### src/rtl/rhc_pkg.sv
// Shared constants and types for the RGB to HSV pixel converter.
package rhc_pkg;

	// Default channel width of one color component
	localparam int CHANNEL_BITS_DEF = 8;

	// Hue is a 0.16 fraction of a full turn
	localparam int HUE_FRAC_BITS = 16;

	// Which channel holds the maximum; red wins ties over green, green over blue
	typedef enum logic [1:0] {
		SEL_RED,
		SEL_GREEN,
		SEL_BLUE
	} max_sel_t;

endpackage

### src/rtl/rgb_to_hsv_convert.sv
// Throughput: one pixel per cycle while the output is not stalled; the depth
// comes from the 16 restoring division steps of the hue fraction, one quotient
// bit per pipeline stage, with the saturation quotient computed in parallel in
// the first CHANNEL_BITS of those stages.
// A stall at the output freezes every stage at once; nothing is dropped.
// Reset (arst_n, asynchronous, active low) clears the valid bits only.
module rgb_to_hsv_convert
	import rhc_pkg::*;
#(
	parameter int CHANNEL_BITS = CHANNEL_BITS_DEF
) (
	input  logic         clk,
	input  logic         arst_n,
	// s_tdata fields from bit 0 up: red_in, green_in, blue_in, zero fill
	input  logic         s_tvalid,
	output logic         s_tready,
	input  logic [((3 * CHANNEL_BITS + 7) / 8) * 8 - 1:0] s_tdata,
	// m_tdata fields from bit 0 up: hue_out, sat_out, val_out, zero fill
	output logic         m_tvalid,
	input  logic         m_tready,
	output logic [((HUE_FRAC_BITS + 2 * CHANNEL_BITS + 7) / 8) * 8 - 1:0] m_tdata
);

	localparam int CB    = CHANNEL_BITS;
	localparam int NSTEP = HUE_FRAC_BITS;
	localparam int HW    = CB + 3;   // holds 6*delta and the hue remainder
	localparam int OW    = ((NSTEP + 2 * CB + 7) / 8) * 8;

	// Global advance: every stage moves when the output slot is free or taken
	logic en;
	assign en       = !m_tvalid || m_tready;
	assign s_tready = en;

	// Input fields
	logic [CB-1:0] red_in, green_in, blue_in;
	assign red_in   = s_tdata[0 +: CB];
	assign green_in = s_tdata[CB +: CB];
	assign blue_in  = s_tdata[2 * CB +: CB];

	// Find the maximum channel by priority and the minimum
	max_sel_t      sel_in;
	logic [CB-1:0] mx_in, mn_in;
	always_comb begin
		if (red_in >= green_in && red_in >= blue_in) begin
			sel_in = SEL_RED;
			mx_in  = red_in;
		end else if (green_in >= blue_in) begin
			sel_in = SEL_GREEN;
			mx_in  = green_in;
		end else begin
			sel_in = SEL_BLUE;
			mx_in  = blue_in;
		end
		mn_in = red_in;
		if (green_in < mn_in) mn_in = green_in;
		if (blue_in < mn_in) mn_in = blue_in;
	end

	// Stage registers ahead of the division
	max_sel_t      sel_s1, sel_s2;
	logic [CB-1:0] r_s1, g_s1, b_s1, mx_s1, mn_s1;
	logic [CB-1:0] d_s2, p_s2, m_s2, mx_s2, mx_s3;
	logic [HW:0]   n_s3;
	logic [HW-1:0] d6_s3;
	logic [2*CB-1:0] sa_s3;
	logic          gray_s3;
	logic          vld_s1, vld_s2, vld_s3;

	// Division stages; index 0 is stage 4, index i holds the state after i steps
	logic [HW-1:0]    hrem_sd [0:NSTEP];
	logic [HW-1:0]    d6_sd   [0:NSTEP];
	logic [NSTEP-1:0] hq_sd   [0:NSTEP];
	logic [CB-1:0]    srem_sd [0:NSTEP];
	logic [CB-1:0]    slo_sd  [0:NSTEP];
	logic [CB-1:0]    sq_sd   [0:NSTEP];
	logic [CB-1:0]    mx_sd   [0:NSTEP];
	logic             gray_sd [0:NSTEP];
	logic             vld_sd  [0:NSTEP];

	// Stage 3 operands: base of 6, 8 or 10 times delta
	logic [HW:0] dw_s2, base6_s2, base_s2;
	always_comb begin
		dw_s2    = {4'b0000, d_s2};
		base6_s2 = (dw_s2 << 2) + (dw_s2 << 1);
		case (sel_s2)
			SEL_RED:   base_s2 = base6_s2;
			SEL_GREEN: base_s2 = dw_s2 << 3;
			SEL_BLUE:  base_s2 = (dw_s2 << 3) + (dw_s2 << 1);
			default:   base_s2 = base6_s2;
		endcase
	end

	// Hue remainder after the integer step, offset by one full turn
	logic [HW-1:0] hrem0_s3;
	always_comb begin
		if (n_s3 >= {1'b0, d6_s3}) begin
			hrem0_s3 = HW'(n_s3 - {1'b0, d6_s3});
		end else begin
			hrem0_s3 = n_s3[HW-1:0];
		end
	end

	// Advance the front stages (payload)
	always_ff @(posedge clk) begin
		if (en) begin
			sel_s1 <= sel_in;
			r_s1   <= red_in;
			g_s1   <= green_in;
			b_s1   <= blue_in;
			mx_s1  <= mx_in;
			mn_s1  <= mn_in;

			d_s2   <= mx_s1 - mn_s1;
			sel_s2 <= sel_s1;
			mx_s2  <= mx_s1;
			case (sel_s1)
				SEL_RED: begin
					p_s2 <= g_s1;
					m_s2 <= b_s1;
				end
				SEL_GREEN: begin
					p_s2 <= b_s1;
					m_s2 <= r_s1;
				end
				default: begin
					p_s2 <= r_s1;
					m_s2 <= g_s1;
				end
			endcase

			n_s3    <= base_s2 + {4'b0000, p_s2} - {4'b0000, m_s2};
			d6_s3   <= base6_s2[HW-1:0];
			sa_s3   <= {d_s2, {CB{1'b0}}} - {{CB{1'b0}}, d_s2};
			gray_s3 <= (d_s2 == '0);
			mx_s3   <= mx_s2;

			hrem_sd[0] <= hrem0_s3;
			d6_sd[0]   <= d6_s3;
			hq_sd[0]   <= '0;
			srem_sd[0] <= sa_s3[2*CB-1:CB];
			slo_sd[0]  <= sa_s3[CB-1:0];
			sq_sd[0]   <= '0;
			mx_sd[0]   <= mx_s3;
			gray_sd[0] <= gray_s3;
		end
	end

	// One restoring division step per stage for hue, and for saturation early on
	for (genvar i = 0; i < NSTEP; i++) begin : g_step
		logic [HW:0]   htrial;
		logic          hbit;
		logic [HW-1:0] hnext;
		logic [CB-1:0] snext, slo_next, sq_next;

		assign htrial = {hrem_sd[i], 1'b0};
		assign hbit   = (htrial >= {1'b0, d6_sd[i]});
		assign hnext  = hbit ? HW'(htrial - {1'b0, d6_sd[i]}) : htrial[HW-1:0];

		if (i < CB) begin : g_sat
			logic [CB:0] strial;
			logic        sbit;
			assign strial   = {srem_sd[i], slo_sd[i][CB-1]};
			assign sbit     = (strial >= {1'b0, mx_sd[i]});
			assign snext    = sbit ? CB'(strial - {1'b0, mx_sd[i]}) : strial[CB-1:0];
			assign slo_next = {slo_sd[i][CB-2:0], 1'b0};
			assign sq_next  = {sq_sd[i][CB-2:0], sbit};
		end else begin : g_hold
			assign snext    = srem_sd[i];
			assign slo_next = slo_sd[i];
			assign sq_next  = sq_sd[i];
		end

		always_ff @(posedge clk) begin
			if (en) begin
				hrem_sd[i+1] <= hnext;
				d6_sd[i+1]   <= d6_sd[i];
				hq_sd[i+1]   <= {hq_sd[i][NSTEP-2:0], hbit};
				srem_sd[i+1] <= snext;
				slo_sd[i+1]  <= slo_next;
				sq_sd[i+1]   <= sq_next;
				mx_sd[i+1]   <= mx_sd[i];
				gray_sd[i+1] <= gray_sd[i];
			end
		end
	end

	// Round to nearest, ties upward; gray pixels give zero hue and saturation
	logic             hround, sround;
	logic [NSTEP-1:0] hue_fin;
	logic [CB-1:0]    sat_fin;
	logic [OW-1:0]    word_fin;
	always_comb begin
		hround  = ({hrem_sd[NSTEP], 1'b0} >= {1'b0, d6_sd[NSTEP]});
		sround  = ({srem_sd[NSTEP], 1'b0} >= {1'b0, mx_sd[NSTEP]});
		hue_fin = hq_sd[NSTEP] + {{(NSTEP-1){1'b0}}, hround};
		sat_fin = sq_sd[NSTEP] + {{(CB-1){1'b0}}, sround};
		if (gray_sd[NSTEP]) begin
			hue_fin = '0;
			sat_fin = '0;
		end
		word_fin                     = '0;
		word_fin[0 +: NSTEP]         = hue_fin;
		word_fin[NSTEP +: CB]        = sat_fin;
		word_fin[NSTEP + CB +: CB]   = mx_sd[NSTEP];
	end

	// Output register
	always_ff @(posedge clk) begin
		if (en) begin
			m_tdata <= word_fin;
		end
	end

	// Shift the valid bits along with the data
	always_ff @(posedge clk or negedge arst_n) begin
		if (!arst_n) begin
			vld_s1   <= 1'b0;
			vld_s2   <= 1'b0;
			vld_s3   <= 1'b0;
			for (int j = 0; j <= NSTEP; j++) vld_sd[j] <= 1'b0;
			m_tvalid <= 1'b0;
		end else if (en) begin
			vld_s1     <= s_tvalid;
			vld_s2     <= vld_s1;
			vld_s3     <= vld_s2;
			vld_sd[0]  <= vld_s3;
			for (int j = 1; j <= NSTEP; j++) vld_sd[j] <= vld_sd[j-1];
			m_tvalid   <= vld_sd[NSTEP];
		end
	end

	// Gray pixels leave with zero hue and saturation
	a_gray_zero: assert property (@(posedge clk) disable iff (!arst_n)
		en && vld_sd[NSTEP] && gray_sd[NSTEP]
		|=> m_tdata[0 +: NSTEP] == '0 && m_tdata[NSTEP +: CB] == '0)
		else $error("gray pixel with nonzero hue or saturation");

	// Hue remainder stays below 6*delta through the last step
	a_hrem_range: assert property (@(posedge clk) disable iff (!arst_n)
		vld_sd[NSTEP] && !gray_sd[NSTEP] |-> hrem_sd[NSTEP] < d6_sd[NSTEP])
		else $error("hue remainder out of range");

	// Saturation remainder stays below the maximum channel
	a_srem_range: assert property (@(posedge clk) disable iff (!arst_n)
		vld_sd[NSTEP] && !gray_sd[NSTEP] |-> srem_sd[NSTEP] < mx_sd[NSTEP])
		else $error("saturation remainder out of range");

	// A stall freezes the valid bits of stage 1, stage 3 and the last division stage
	a_stall_hold: assert property (@(posedge clk) disable iff (!arst_n)
		!en |=> $stable(vld_s1) && $stable(vld_s3) && $stable(vld_sd[NSTEP]))
		else $error("pipeline moved during a stall");

endmodule

### config.mk
export PLATFORM = sky130hd
export DESIGN_NAME = rgb_to_hsv_convert
export DESIGN_NICKNAME = d
export VERILOG_FILES = /design/src/rtl/rhc_pkg.sv /design/src/rtl/rgb_to_hsv_convert.sv
export SDC_FILE = /design/constraint.sdc
export NUM_CORES = 1
export LEC_CHECK = 0
export ABC_CLOCK_PERIOD_IN_PS = 23800
export BUFFER_PORTS_ARGS = -buffer_cell sky130_fd_sc_hd__buf_2
export CORE_MARGIN = 2
export CORE_UTILIZATION = 50
export DETAILED_ROUTE_END_ITERATION = 10
export GPL_ROUTABILITY_DRIVEN = 0
export GPL_TIMING_DRIVEN = 0
export MAX_ROUTING_LAYER = met4
export PLACE_DENSITY = 0.67
export SKIP_LAST_GASP = 1
export SYNTH_ARGS = -nofsm -noshare
export SYNTH_HDL_FRONTEND = slang
export SYNTH_SLANG_ARGS = --single-unit
export TNS_END_PERCENT = 50
### constraint.sdc
create_clock -name clk -period 23.8 [get_ports clk]
set_clock_uncertainty 0.1 [all_clocks]
set_input_delay 1.19 -clock clk [delete_from_list [all_inputs] [get_ports clk]]
set_output_delay 1.19 -clock clk [all_outputs]
set_load 0.02 [all_outputs]
Yosys cells after proc, flatten, opt, wreduce, memory -nomap -nowiden
Memory sizes are Yosys's and may differ from the RTL's. Cells that the tools add are included. W data, S select, Z words.

Input bits: 28. Logic and storage cells: 155. Memories: 8. Bits in writable memories: 1207. Output and inout port bits: 34. Register bits after elaboration: 177.

Memory list: hq_sd (words 17, width 16, read ports 17, clocked after memory_dff 0, wr ports 17, RTL line rgb_to_hsv_convert.sv:72) `logic [NSTEP-1:0] hq_sd [0:NSTEP];`; d6_sd (words 17, width 11, read ports 17, clocked after memory_dff 0, wr ports 17, RTL line rgb_to_hsv_convert.sv:71) `logic [HW-1:0] d6_sd [0:NSTEP];`; hrem_sd (words 17, width 11, read ports 17, clocked after memory_dff 0, wr ports 17, RTL line rgb_to_hsv_convert.sv:70) `logic [HW-1:0] hrem_sd [0:NSTEP];`; mx_sd (words 17, width 8, read ports 17, clocked after memory_dff 0, wr ports 17, RTL line rgb_to_hsv_convert.sv:76) `logic [CB-1:0] mx_sd [0:NSTEP];`; slo_sd (words 17, width 8, read ports 16, clocked after memory_dff 0, wr ports 17, RTL line rgb_to_hsv_convert.sv:74) `logic [CB-1:0] slo_sd [0:NSTEP];`; sq_sd (words 17, width 8, read ports 17, clocked after memory_dff 0, wr ports 17, RTL line rgb_to_hsv_convert.sv:75) `logic [CB-1:0] sq_sd [0:NSTEP];`; 2 more memories.

Mux-type cells: 35. Add/subtract/negate cells: 33. Equal/unequal tests: 3. Reductions and logical operators: 5. Order comparisons: 32.

Operators with widths (count): $ge A12 B11 Y1 (18); $mux W11 (17); $sub A11 B11 Y11 (17); $mux W8 (12); $ge A9 B8 Y1 (9); $sub A8 B8 Y8 (9); $pmux W8 S2 (2); $ge A8 B8 Y1 (3); $pmux W12 S2 (1); $add A16 B1 Y16 (1); $lt A8 B8 Y1 (2); $sub A16 B8 Y16 (1); $add A11 B9 Y12 (1); $add A12 B8 Y12 (1); $sub A12 B8 Y12 (1); $add A10 B9 Y11 (1); $add A8 B1 Y8 (1); $logic_not A8 Y1 (1); $eq A2 B1 Y1 const B (2); $eq A2 B2 Y1 const B (1); $logic_not A2 Y1 (1); $mux W1 (2); $mux W2 (1); $logic_and A1 B1 Y1 (1); other kinds (2) (2).

Longest topological paths before layout
Word-level depth: 4. Mapped depth: 15. Depth with buffers taken out: 15.

Least setup slack after synthesis
Ideal clock, no wire load.

Kind: input port to flip-flop. From: input port m_tready. To: register b_s1[0], enable pin. Cell stages on the path: 3. Required time: 22320 ps. Library setup time: 1380 ps. Path buffers: 1. Slack: 782 ps. Arrival time: 21538 ps. Path through: nor2b_1 -> clkbuf_1 -> inv_1.

Cells in the longest elaborated chain, start to end: 1.

Ends and longest elaborated chain: from (decl) (RTL line rgb_to_hsv_convert.sv:20) `input logic m_tready,`; $logic_or A1 B1 Y1 (RTL line rgb_to_hsv_convert.sv:31) `assign en = !m_tvalid || m_tready;`; via s_tready (RTL line rgb_to_hsv_convert.sv:16) `output logic s_tready,`; to (signal assigned) (RTL line rgb_to_hsv_convert.sv:109) `b_s1 <= blue_in;`; to (decl) (RTL line rgb_to_hsv_convert.sv:61) `logic [CB-1:0] r_s1, g_s1, b_s1, mx_s1, mn_s1;`.

The timed path passes the listed nets, and every way through them passes these cells. A chain may end at the register's enable or synchronous reset.

Final worst setup path
From: input port m_tready. To: output port s_tready.

Cells in the longest elaborated chain, start to end: 1.

Ends and longest elaborated chain (RTL line): $logic_or A1 B1 Y1 (rgb_to_hsv_convert.sv:31); to (decl) (rgb_to_hsv_convert.sv:16).

Every way passes these cells.

==> flow_summary_export.csv <==
group,metric,value,unit
outcome,run_status,"finished, final reports clean",
finish,num-nets-final,4138,
placed_design,instance_count_after_placement_with_tap_cells_included,4932,
floorplan,die_w,321.0,um
finish,finalNonFillerCells,5137,
route,vias,27260,
finish,most_common_cell_after_layout_fill_and_taps_aside,"sky130_fd_sc_hd__edfxtp_1",
clocking,clkSinkCount,1061,
placed_design,place.port_buffers,61,
route,postRouteAntennaNets,0,
logic_synthesis,synth_top_cells_by_area,"sky130_fd_sc_hd__edfxtp_1 62%, sky130_fd_sc_hd__ha_1 8.2%, sky130_fd_sc_hd__mux2_2 3.5%, sky130_fd_sc_hd__inv_1 3.2%, sky130_fd_sc_hd__mux2i_1 2.3%",
route,wl_per_cell,15.37,um
setup_path,r2r_setup_slack,19.58,ns
setup_path,critical_path.max_stage_delay,0.53,ns
logic_synthesis,postSynth.topFlopCell,"sky130_fd_sc_hd__edfxtp_1",
timing,rel_slew_slack,0.4972,
floorplan,initial_core_util,0.5033,
route,drtIter0Drc,1321,
logic_synthesis,count_of_cell_types_in_the_netlist,68,
clocking,clock_tree_from_tritoncts,"built",
logic_synthesis,synth.net_count,3958,
timing,hold_violations,0,
logic_synthesis,synth-async-reset-ratio,0.01979,
timing,final-setup-viol-count,0,
logic_synthesis,summed_instance_area_of_the_synthesized_netlist,50260,um2
route,post-route-drc-count,0,
worst_hold_path,worst_hold_path_cells,0,
route,route.met3.wl,2422,um
setup_path,critical_path.n_buffers_inverters,6,
timing,grt_setup_unrepaired,"false",
clocking,postCtsSetupBuffers,0,
finish,area_growth,11.63,%
floorplan,chipHeight,321.0,um
clocking,clockRootBuffer,"sky130_fd_sc_hd__clkbuf_16",
global_route,first_global_vias,27740,
timing,timing.final.max_slew_violations,0,
route,wirelength_met1,31500,um
clocking,cts_repair_resize_count,0,
global_route,grt_pass1_wl,130100,um
clocking,cts.hold.buffers_added,0,
route,vias_per_cell,5.307,
placed_design,hpwl_after_detailed_placement,54330,um
global_route,grt_use_total,0.1583,
clocking,cts_made_buffers,110,
route,drt-pass1-iter-count,4,
logic_synthesis,yosysWarnings,0,
floorplan,fp.dieArea,103100,um2
clocking,cts.clk_slew.worst_paths,0.06,ns
setup_path,critical_path.startpoint_type,"primary input",
clocking,cts.path.max_buffers,3,
global_route,globalRoute.totalOverflow,0,
route,route.final.wire_length,78940,um
setup_path,kind_of_critical_path,"primary input to output pin",
timing,fmax,197.4,MHz
global_route,grt_max_degree,148,
logic_synthesis,synth_top_area_frac,0.6214,
route,topRoutingLayerUsed,"met4",
job,maximum_capacitance_violations,0,
setup_path,worst-path-max-fanout,142,
setup_path,crit_slowest_cell,"sky130_fd_sc_hd__buf_16",
logic_synthesis,synth_top_area_cell,"sky130_fd_sc_hd__edfxtp_1",
floorplan,rows,116,
setup_path,timing.critical_path.to_type,"output pin",
timing,fin_crit_period,5.067,ns
finish,diodes,0,
finish,commonest_cells_after_routing_fill_and_taps_aside,"1040 x sky130_fd_sc_hd__edfxtp_1, 425 x sky130_fd_sc_hd__inv_1, 328 x sky130_fd_sc_hd__ha_1",
logic_synthesis,synth_area_per_cell,14.09,um2
floorplan,coreArea,99860,um2
setup_path,cp_data_arrival_time,3.78,ns
finish,final.fill_count,7994,
clocking,clk-insertion-delay-late,0.69,ns
setup_path,reg2reg_depth,15,
timing,post-route-period-util,0.2129,
logic_synthesis,synth_seq_area_share,0.6319,
clocking,h-tree-depth,3,
setup_path,path_delay_family,"buffers and inverters",
logic_synthesis,synth_seq_cells,1061,
finish,share_of_post_route_cells_with_drive_strength_above_1,0.1331,
route,routed-wl-met2,42030,um
setup_path,cp_num_cells,7,
worst_hold_path,timing.hold.worst.class,"flip-flop to flip-flop",
global_route,initial_antenna_violation_count,0,
timing,worst_pin_slew,0.7543,ns
setup_path,required,22.51,ns
setup_path,crit_chain,"buf_2 > nor2b_1 > clkbuf_1 > inv_8 > buf_16 > buf_16 > buf_2",
logic_synthesis,synth-edff-count,1040,
floorplan,ios,62,
logic_synthesis,syn_inst,3566,
==> cells in the mapped netlist, types with 36 or more instances <==
cell	count
sky130_fd_sc_hd__o21ai_0	153
sky130_fd_sc_hd__edfxtp_1	1040
sky130_fd_sc_hd__mux2_2	155
sky130_fd_sc_hd__mux2i_1	117
sky130_fd_sc_hd__a21o_1	40
sky130_fd_sc_hd__xor2_1	36
sky130_fd_sc_hd__o31ai_1	44
sky130_fd_sc_hd__a211oi_1	45
sky130_fd_sc_hd__o21a_1	58
sky130_fd_sc_hd__nand2_1	97
sky130_fd_sc_hd__fa_1	36
sky130_fd_sc_hd__nor2_1	250
sky130_fd_sc_hd__inv_1	426
sky130_fd_sc_hd__nand3_1	36
sky130_fd_sc_hd__nand4_1	53
sky130_fd_sc_hd__xnor2_1	99
sky130_fd_sc_hd__ha_1	328
sky130_fd_sc_hd__nor2b_1	82
sky130_fd_sc_hd__a21oi_1	130
==> sequential cells by signal, summed over array words and instances (netlist names), 8 cells and up <==
| signal | flops |
|---|---|
| mx_s3 | 8 |
| b_s1 | 8 |
| r_s1 | 8 |
| m_tdata | 32 |
| hrem_sd | 171 |
| gray_sd | 17 |
| m_s2 | 8 |
| srem_sd | 136 |
| sa_s3 | 16 |
| vld_sd | 17 |
| mx_s1 | 8 |
| mx_sd | 136 |
| sq_sd | 100 |
| hq_sd | 136 |
| d6_sd | 170 |
| slo_sd | 21 |
| d_s2 | 8 |
| p_s2 | 8 |
| n_s3 | 12 |
| mx_s2 | 8 |
| mn_s1 | 8 |
| g_s1 | 8 |
| d6_s3 | 8 |
==> final cells by class <==
cell class / instances / area, um2 / area share
Buffer: 17 / 70.07 / 0.001249
Inverter: 426 / 1607 / 0.02864
Sequential cell: 1061 / 31760 / 0.5660
Clock inverter: 71 / 793.3 / 0.01414
Tap cell: 1298 / 1624 / 0.02895
Clock buffer: 134 / 2923 / 0.05210
Timing Repair Buffer: 68 / 498.0 / 0.008876
Multi-Input combinational cell: 2062 / 16830 / 0.3000
==> per-layer routing <==
layer | track usage | vias up
li1 | - | 13570
met2 | 0.2903 | 381
met5 | - | -
met4 | 0.06324 | 0
met3 | 0.02588 | 223
met1 | 0.1697 | 13090
==> kinds of logic after synthesis <==
family	after synthesis	synth area share
DFF	1061	0.6319
and+or+nand+nor	652	0.06745
AOI/OAI and AO/OA	631	0.08811
buffers and inverters	443	0.03321
adders and majority gates	364	0.09600
muxes	280	0.05983
xor gates and xnor gates	135	0.02353
==> worst paths after layout <==
kind / endpoint / start
worst max-delay path: s_tready / m_tready
worst min-delay path: hq_sd[4][1] / hq_sd[3][0]
worst max register to register: n_s3[11] / d_s2[2]
worst min register to register: hq_sd[4][1] / hq_sd[3][0]
max in group asynchronous: vld_s2 / arst_n
min in group asynchronous: vld_sd[1] / arst_n
==> metrics by stage <==
stage / setup slack, ns / TNS [ns] / hold WS, ns / util / area, um2
6_report: 18.73 / 0 / 0.2889 / 0.5618 / 56100
5_1_grt: 18.55 / 0 / 0.2965 / 0.5618 / 56100
4_1_cts: 18.77 / 0 / 0.2863 / 0.5618 / 56100
3_5_place_dp: 18.78 / 0 / 0.3045 / 0.5246 / 52390
3_3_place_gp: -9.434 / -6804.17 / 0.3007 / 0.5226 / 52190
2_1_floorplan: 0.7820 / 0 / 0.3003 / - / 50260
Power is left out: the tool's default activity adds up to more than one toggle a clock period on the data nets, which glitch-free logic cannot reach.
